**src/rtl/rsr_pkg.sv**
```systemverilog
// shared types and constants for the reliable stream receiver
package rsr_pkg;

   localparam int MaxIntervals = 16;
   localparam int IdxW = (MaxIntervals > 1) ? $clog2(MaxIntervals) : 1;
   localparam int CntW = $clog2(MaxIntervals + 1);

   localparam logic [7:0]  FRAME_MAGIC = 8'h45;
   localparam int          KIND_DATA_BIT = 0;
   localparam logic [17:0] IDLE_MAX = 18'h3FFFF;

   localparam logic [1:0] CSR_TOTAL_LENGTH = 2'd0;
   localparam logic [1:0] CSR_WINDOW_SIZE  = 2'd1;
   localparam logic [1:0] CSR_TIMEOUT      = 2'd2;

   localparam logic [1:0] REPLY_NONE   = 2'd0;
   localparam logic [1:0] REPLY_ACK    = 2'd1;
   localparam logic [1:0] REPLY_RESEND = 2'd2;

   localparam logic [1:0] STATUS_RUN  = 2'd0;
   localparam logic [1:0] STATUS_DONE = 2'd1;
   localparam logic [1:0] STATUS_FAIL = 2'd2;

   // classified item passed from the front end to the engine
   typedef struct packed {
      logic        idle;
      logic        data;
      logic        len_ok;
      logic [31:0] seq;
      logic [31:0] seg_end;
   } cmd_type;

   typedef struct packed {
      logic [1:0]  reply_kind;
      logic [31:0] reply_seq;
      logic        accepted;
      logic [31:0] copy_start;
      logic [31:0] copy_end;
      logic [1:0]  status;
      logic [31:0] received_count;
   } rsp_type;

endpackage

```
**src/rtl/rsr_front.sv**
```systemverilog
// front end: takes request items, classifies them and queues them for the engine
module rsr_front import rsr_pkg::*; (
   input  logic        clock,
   input  logic        reset,
   input  logic        req_valid,
   output logic        req_ready,
   input  logic        req_mode,
   input  logic [7:0]  req_magic,
   input  logic [7:0]  req_kind_bits,
   input  logic [15:0] req_seg_length,
   input  logic [31:0] req_seg_seq,
   output logic        cmd_valid,
   input  logic        cmd_ready,
   output cmd_type     cmd
);

   // two-entry queue
   cmd_type    q_ff [2];
   cmd_type    q_in [2];
   logic [1:0] cnt_ff, cnt_in;
   cmd_type    cls;
   logic [32:0] sum;
   logic push, pop;

   assign sum = {1'b0, req_seg_seq} + {17'd0, req_seg_length};
   always_comb begin
      cls.idle    = req_mode;
      cls.data    = (req_magic == FRAME_MAGIC) && req_kind_bits[KIND_DATA_BIT];
      cls.len_ok  = !sum[32] && (req_seg_length != 16'd0);
      cls.seq     = req_seg_seq;
      cls.seg_end = sum[31:0];
   end

   assign req_ready = (cnt_ff != 2'd2);
   assign push = req_valid && req_ready;
   assign cmd_valid = (cnt_ff != 2'd0);
   assign pop = cmd_valid && cmd_ready;
   assign cmd = q_ff[0];

   always_comb begin
      q_in[0] = q_ff[0];
      q_in[1] = q_ff[1];
      cnt_in = cnt_ff;
      if (pop) begin
         q_in[0] = q_ff[1];
         cnt_in = cnt_in - 2'd1;
      end
      if (push) begin
         q_in[cnt_in[0]] = cls;
         cnt_in = cnt_in + 2'd1;
      end
   end

   always_ff @(posedge clock) begin
      q_ff[0] <= q_in[0];
      q_ff[1] <= q_in[1];
      if (reset) begin
         cnt_ff <= 2'd0;
      end else begin
         cnt_ff <= cnt_in;
      end
   end

   a_cnt_max: assert property (@(posedge clock) disable iff (reset) cnt_ff != 2'd3)
      else $error("queue count overflow");
   a_full_no_push: assert property (@(posedge clock) disable iff (reset)
      (cnt_ff == 2'd2 && !pop) |=> cnt_ff == 2'd2)
      else $error("queue lost an entry");
   a_push_count: assert property (@(posedge clock) disable iff (reset)
      (push && !pop) |=> cnt_ff == $past(cnt_ff) + 2'd1)
      else $error("push not counted");

endmodule

```
**config.mk**
```make
export PLATFORM = sky130hd
export DESIGN_NAME = rsr_front
export DESIGN_NICKNAME = d
export VERILOG_FILES = /design/src/rtl/rsr_pkg.sv /design/src/rtl/rsr_front.sv
export SDC_FILE = /design/constraint.sdc
export NUM_CORES = 1
export LEC_CHECK = 0
export ABC_AREA = 1
export BUFFER_PORTS_ARGS = -buffer_cell sky130_fd_sc_hd__buf_4
export CELL_PAD_IN_SITES_DETAIL_PLACEMENT = 0
export CELL_PAD_IN_SITES_GLOBAL_PLACEMENT = 1
export CORE_MARGIN = 2
export CORE_UTILIZATION = 40
export CTS_BUF_LIST = sky130_fd_sc_hd__clkbuf_8
export DETAILED_ROUTE_END_ITERATION = 10
export GPL_TIMING_DRIVEN = 0
export PLACE_DENSITY_LB_ADDON = 0.3
export SKIP_LAST_GASP = 1
export SYNTH_ARGS = -nofsm -noshare
export SYNTH_HDL_FRONTEND = slang
export SYNTH_SLANG_ARGS = --single-unit
export TNS_END_PERCENT = 5
```
**constraint.sdc**
```tcl
create_clock -name clock -period 6.4 [get_ports clock]
set_clock_uncertainty 0.2 [all_clocks]
set_input_delay 0 -clock clock [delete_from_list [all_inputs] [get_ports clock]]
set_output_delay 0 -clock clock [all_outputs]
set_load 0.005 [all_outputs]
```
==> run summary <==
The final global-route overflow total is 0, and the accumulated negative setup slack is 0 ns. The worst pin sits at a relative slew slack of 53.5%. Summed over all nets, the switching power comes to 1.45 mW.

Final critical path time including I/O delays and setup: 3.06 ns. The CTS root buffer is clkbuf_8. The setup-violating endpoint count in the final report is 0, and the number of nets in the layout is 1198.

The run gives 46.2% as the share of synthesized area occupied by flip-flops and latches. The run gives 138 as the boundary pin count. The routed design uses 1120 um of met3 wire. For the fraction of power consumed by the clock network, the log shows 17.8%.

Summed over all cells, the static leakage comes to 4.59 nW. IR analysis of the VDD net gives a maximum drop of 0.236 mV. For this block, the initial DRC count from the detailed router was 452. The combined area of all synthesized cells came out at 7350 sq um. The buffer depth of the longest clock path was 2. The post-CTS setup buffer count came out at 0.

Synthesis handed over a netlist of 901 instances. The detailed-routing iteration count for the pre-antenna-repair pass was 6. Counting instances, the worst hold path has a depth of 3. For the post-detailed-route count of antenna-violating nets, the log shows 0. The initial antenna violation count was 0; the internal power component was 2.64 mW. Data required time at the worst endpoint: 6.59 ns. The H-tree was split into 4 levels. For the pin with the worst max-slew slack, the measured transition is 0.698 ns. Clock-pin slew was measured on the worst setup and hold paths at 0.08 ns. After detailed routing, the wire length on met1 is 9720 um. The endpoint arrival time on the critical path came out at 3.26 ns.

The global placer's final weighted congestion is 0.911, and the DRC violation count after routing is 0. In the post-route analysis, the smallest setup slack over all paths is 3.34 ns. Clock latency on the worst-skew pair, taken at its later pin, is 0.44 ns.

Entering global routing, the biggest net connects 46 pins. The detailed router placed 6545 vias in this run. The first global-routing pass estimated 33100 um of wire. The final worst-path cycle share was 47.9%; the worst slack at placement was 3.85 ns. For the number of buffers added to fix hold violations after cts, the log shows 59. The number of different library cells used by synthesis comes to 36. The worst-case reg-to-reg path depth is 10.

For the number of maximum-capacitance violations, the log shows 0. After detailed routing, no signal wire sits above met4. The share of final-layout standard cells stronger than drive strength 1 is 24.0%, and the register bit count reported by yosys is 136. The floorplan die width is 140 um. The mean routed wirelength per cell was 15.2 um.

The post-synthesis to final-layout area growth works out to 31.2%. The areal power density over the cells was 424 nW/um^2. The share of total power consumed by net switching works out to 35.5%.

Registers are responsible for 35.6% of the overall power. After floorplanning, the core was sized to cover 18000 sq um. In this run the worst path has a maximum fanout of 10. The count of input and output buffers is 129.

The tools report the total clock sinks as 136. STA classifies the critical path startpoint as a register. During synthesis, Yosys emitted a total of 0 warnings. The count of pins over their slew limit was 0; the via density per instance was 4.84.

The average cell area after synthesis was 8.16 sq um. Summed over its instances, the top area cell type makes up 27.4% of the synthesized netlist area. The filler cells instantiated in the layout total 1785. The estimated wirelength of the detail-placed design was 15300 um. The worst setup path is captured at a register.

Routed length on met2: 9480 um. The run gives 46.6% as the combinational share of power. The floorplan has 49 rows. The run gives 0 as the number of resized instances in the post-cts repair step.

Full die area: 19500 sq um. The via count of the first global-routing pass was 6428. Type of the worst setup path: register to register.

The leading area contributor after synthesis is edfxtp_1. Counting every net in the synthesized netlist gives 990. 0 antenna diodes ended up in the layout.

By area the synthesized netlist is led by edfxtp_1 27%, dfxtp_1 19%, nand2_1 13%. TritonCTS built the clock tree. The number of endpoints with negative hold slack in the final report came out at 0.

The maximum achievable frequency was 0.326 GHz; the effective utilization at floorplan was 40.8%. Setup repair after global routing left no endpoint under its margin. The die is 140 um tall.

The number of buffers created by CTS came out at 17. The run finished with clean final reports. Global routing consumed, over all layers together, 21.6% of the routing resources. After detailed routing, the total wire length is 20600 um. The tightest min-delay check is of the primary input to register type.
==> final cells by class <==
class | count | area [sq um] | share of cell area, %
flip-flops and latches | 136 | 3390 | 35.2
multi-input cells | 579 | 2980 | 30.9
repair buffers | 189 | 1590 | 16.5
plain buffers | 97 | 654 | 6.79
inverters | 89 | 334 | 3.46
well taps | 229 | 287 | 2.97
clock buffers | 19 | 262 | 2.71
clock inverters | 13 | 144 | 1.49
==> placed cells by master, fill, tap and decap left out, types with 3 or more instances in the layout <==
master           n
a21oi_1         11
a31oi_1         40
and2_1          15
buf_2           10
buf_4          197
buf_6            3
clkbuf_1        16
clkbuf_8        19
clkinv_2         3
clkinv_4         4
dfxtp_1         69
dlygate4sd3_1   59
edfxtp_1        67
ha_1            18
inv_1           86
inv_2            3
mux2_2          14
mux2i_1          3
nand2_1        250
nand3_1         84
nand3b_1         4
nand4_1          6
nor2_1          74
nor3_1           9
nor4_1           5
o211ai_1         9
o21ai_0         10
or2_2            4
xnor2_1          3
xor2_1           9
==> cells in the mapped netlist (all sizes together) <==
cell type / n
mux2: 14
nor3: 10
a21boi: 1
and2: 15
ha: 19
mux2i: 3
dfxtp: 69
nand2: 251
o211ai: 9
clkbuf: 16
nand4: 6
nand3: 84
o21bai: 1
a31oi: 40
buf: 81
a21oi: 11
nor4b: 1
xnor2: 3
fa: 1
xor2: 10
nor3b: 1
o21a: 1
o21ai: 10
nand3b: 4
edfxtp: 67
nor4: 5
or2: 4
inv: 89
nor2: 75
==> cell families (layout without fill, tap and decap cells) <==
family                   Yosys count  in the layout  share of synthesized area, %
multiplexers                      17             17                          2.55
AND/OR/NAND/NOR                  456            456                          26.6
flip-flops                       136            136                          46.2
XOR/XNOR                          13             13                          1.65
buffers and inverters            186            407                          13.4
AO/OA/AOI/OAI                     73             73                          6.06
adder cells (fa/ha/maj)           20             20                          3.51
==> per-layer routing <==
layer | GRT usage, % | up-vias
met2 | 34.5 | 180
met4 | 5.42 | 0
met3 | 4.96 | 24
met5 | 0 | -
li1 | - | 3316
met1 | 30.0 | 3025
==> per-stage QoR <==
stage          std cells  power [mW]  area, sq um  hold WS [ns]  util, %
2_1_floorplan        901        2.60         7350        -0.129        -
3_3_place_gp        1259        3.31         8610       -0.0201     47.7
3_5_place_dp        1260        3.35         8650       -0.0215     48.0
4_1_cts             1351        4.11         9640        0.0525     53.5
5_1_grt             1351        4.38         9640        0.0462     53.5
6_report            1351        4.09         9640        0.0644     53.5
==> worst max-delay path, cell delays in order, from the launching register on <==
cell and delay [ns]:
dfxtp_1 0.39, inv_1 0.09, ha_1 0.21, inv_2 0.18
nand2_4 0.14, buf_2 0.25, a21oi_1 0.20, nor3_1 0.06
dlygate4sd3_1 0.57, nor3b_1 0.16, dlygate4sd3_1 0.56
==> power by group through the flow <==
stage | logic, mW | registers, mW | clock network, mW
after global routing | 2.11 | 1.49 | 0.780
after CTS | 1.91 | 1.46 | 0.739
after detailed placement | 1.87 | 1.47 | 0
after global placement | 1.82 | 1.48 | 0
after floorplan | 1.18 | 1.43 | 0
final | 1.90 | 1.46 | 0.727
==> final timing paths <==
check	start	endpoint	slack, ns
setup reg to reg	cnt_ff[0]	cnt_ff[1]	3.34
hold reg to reg	q_ff[0][61]	q_ff[0][61]	0.28
setup / recovery	cnt_ff[0]	cnt_ff[1]	3.34
hold / removal	reset	cnt_ff[0]	0.06
No activity file was read; power rests on OpenSTA's default activity.
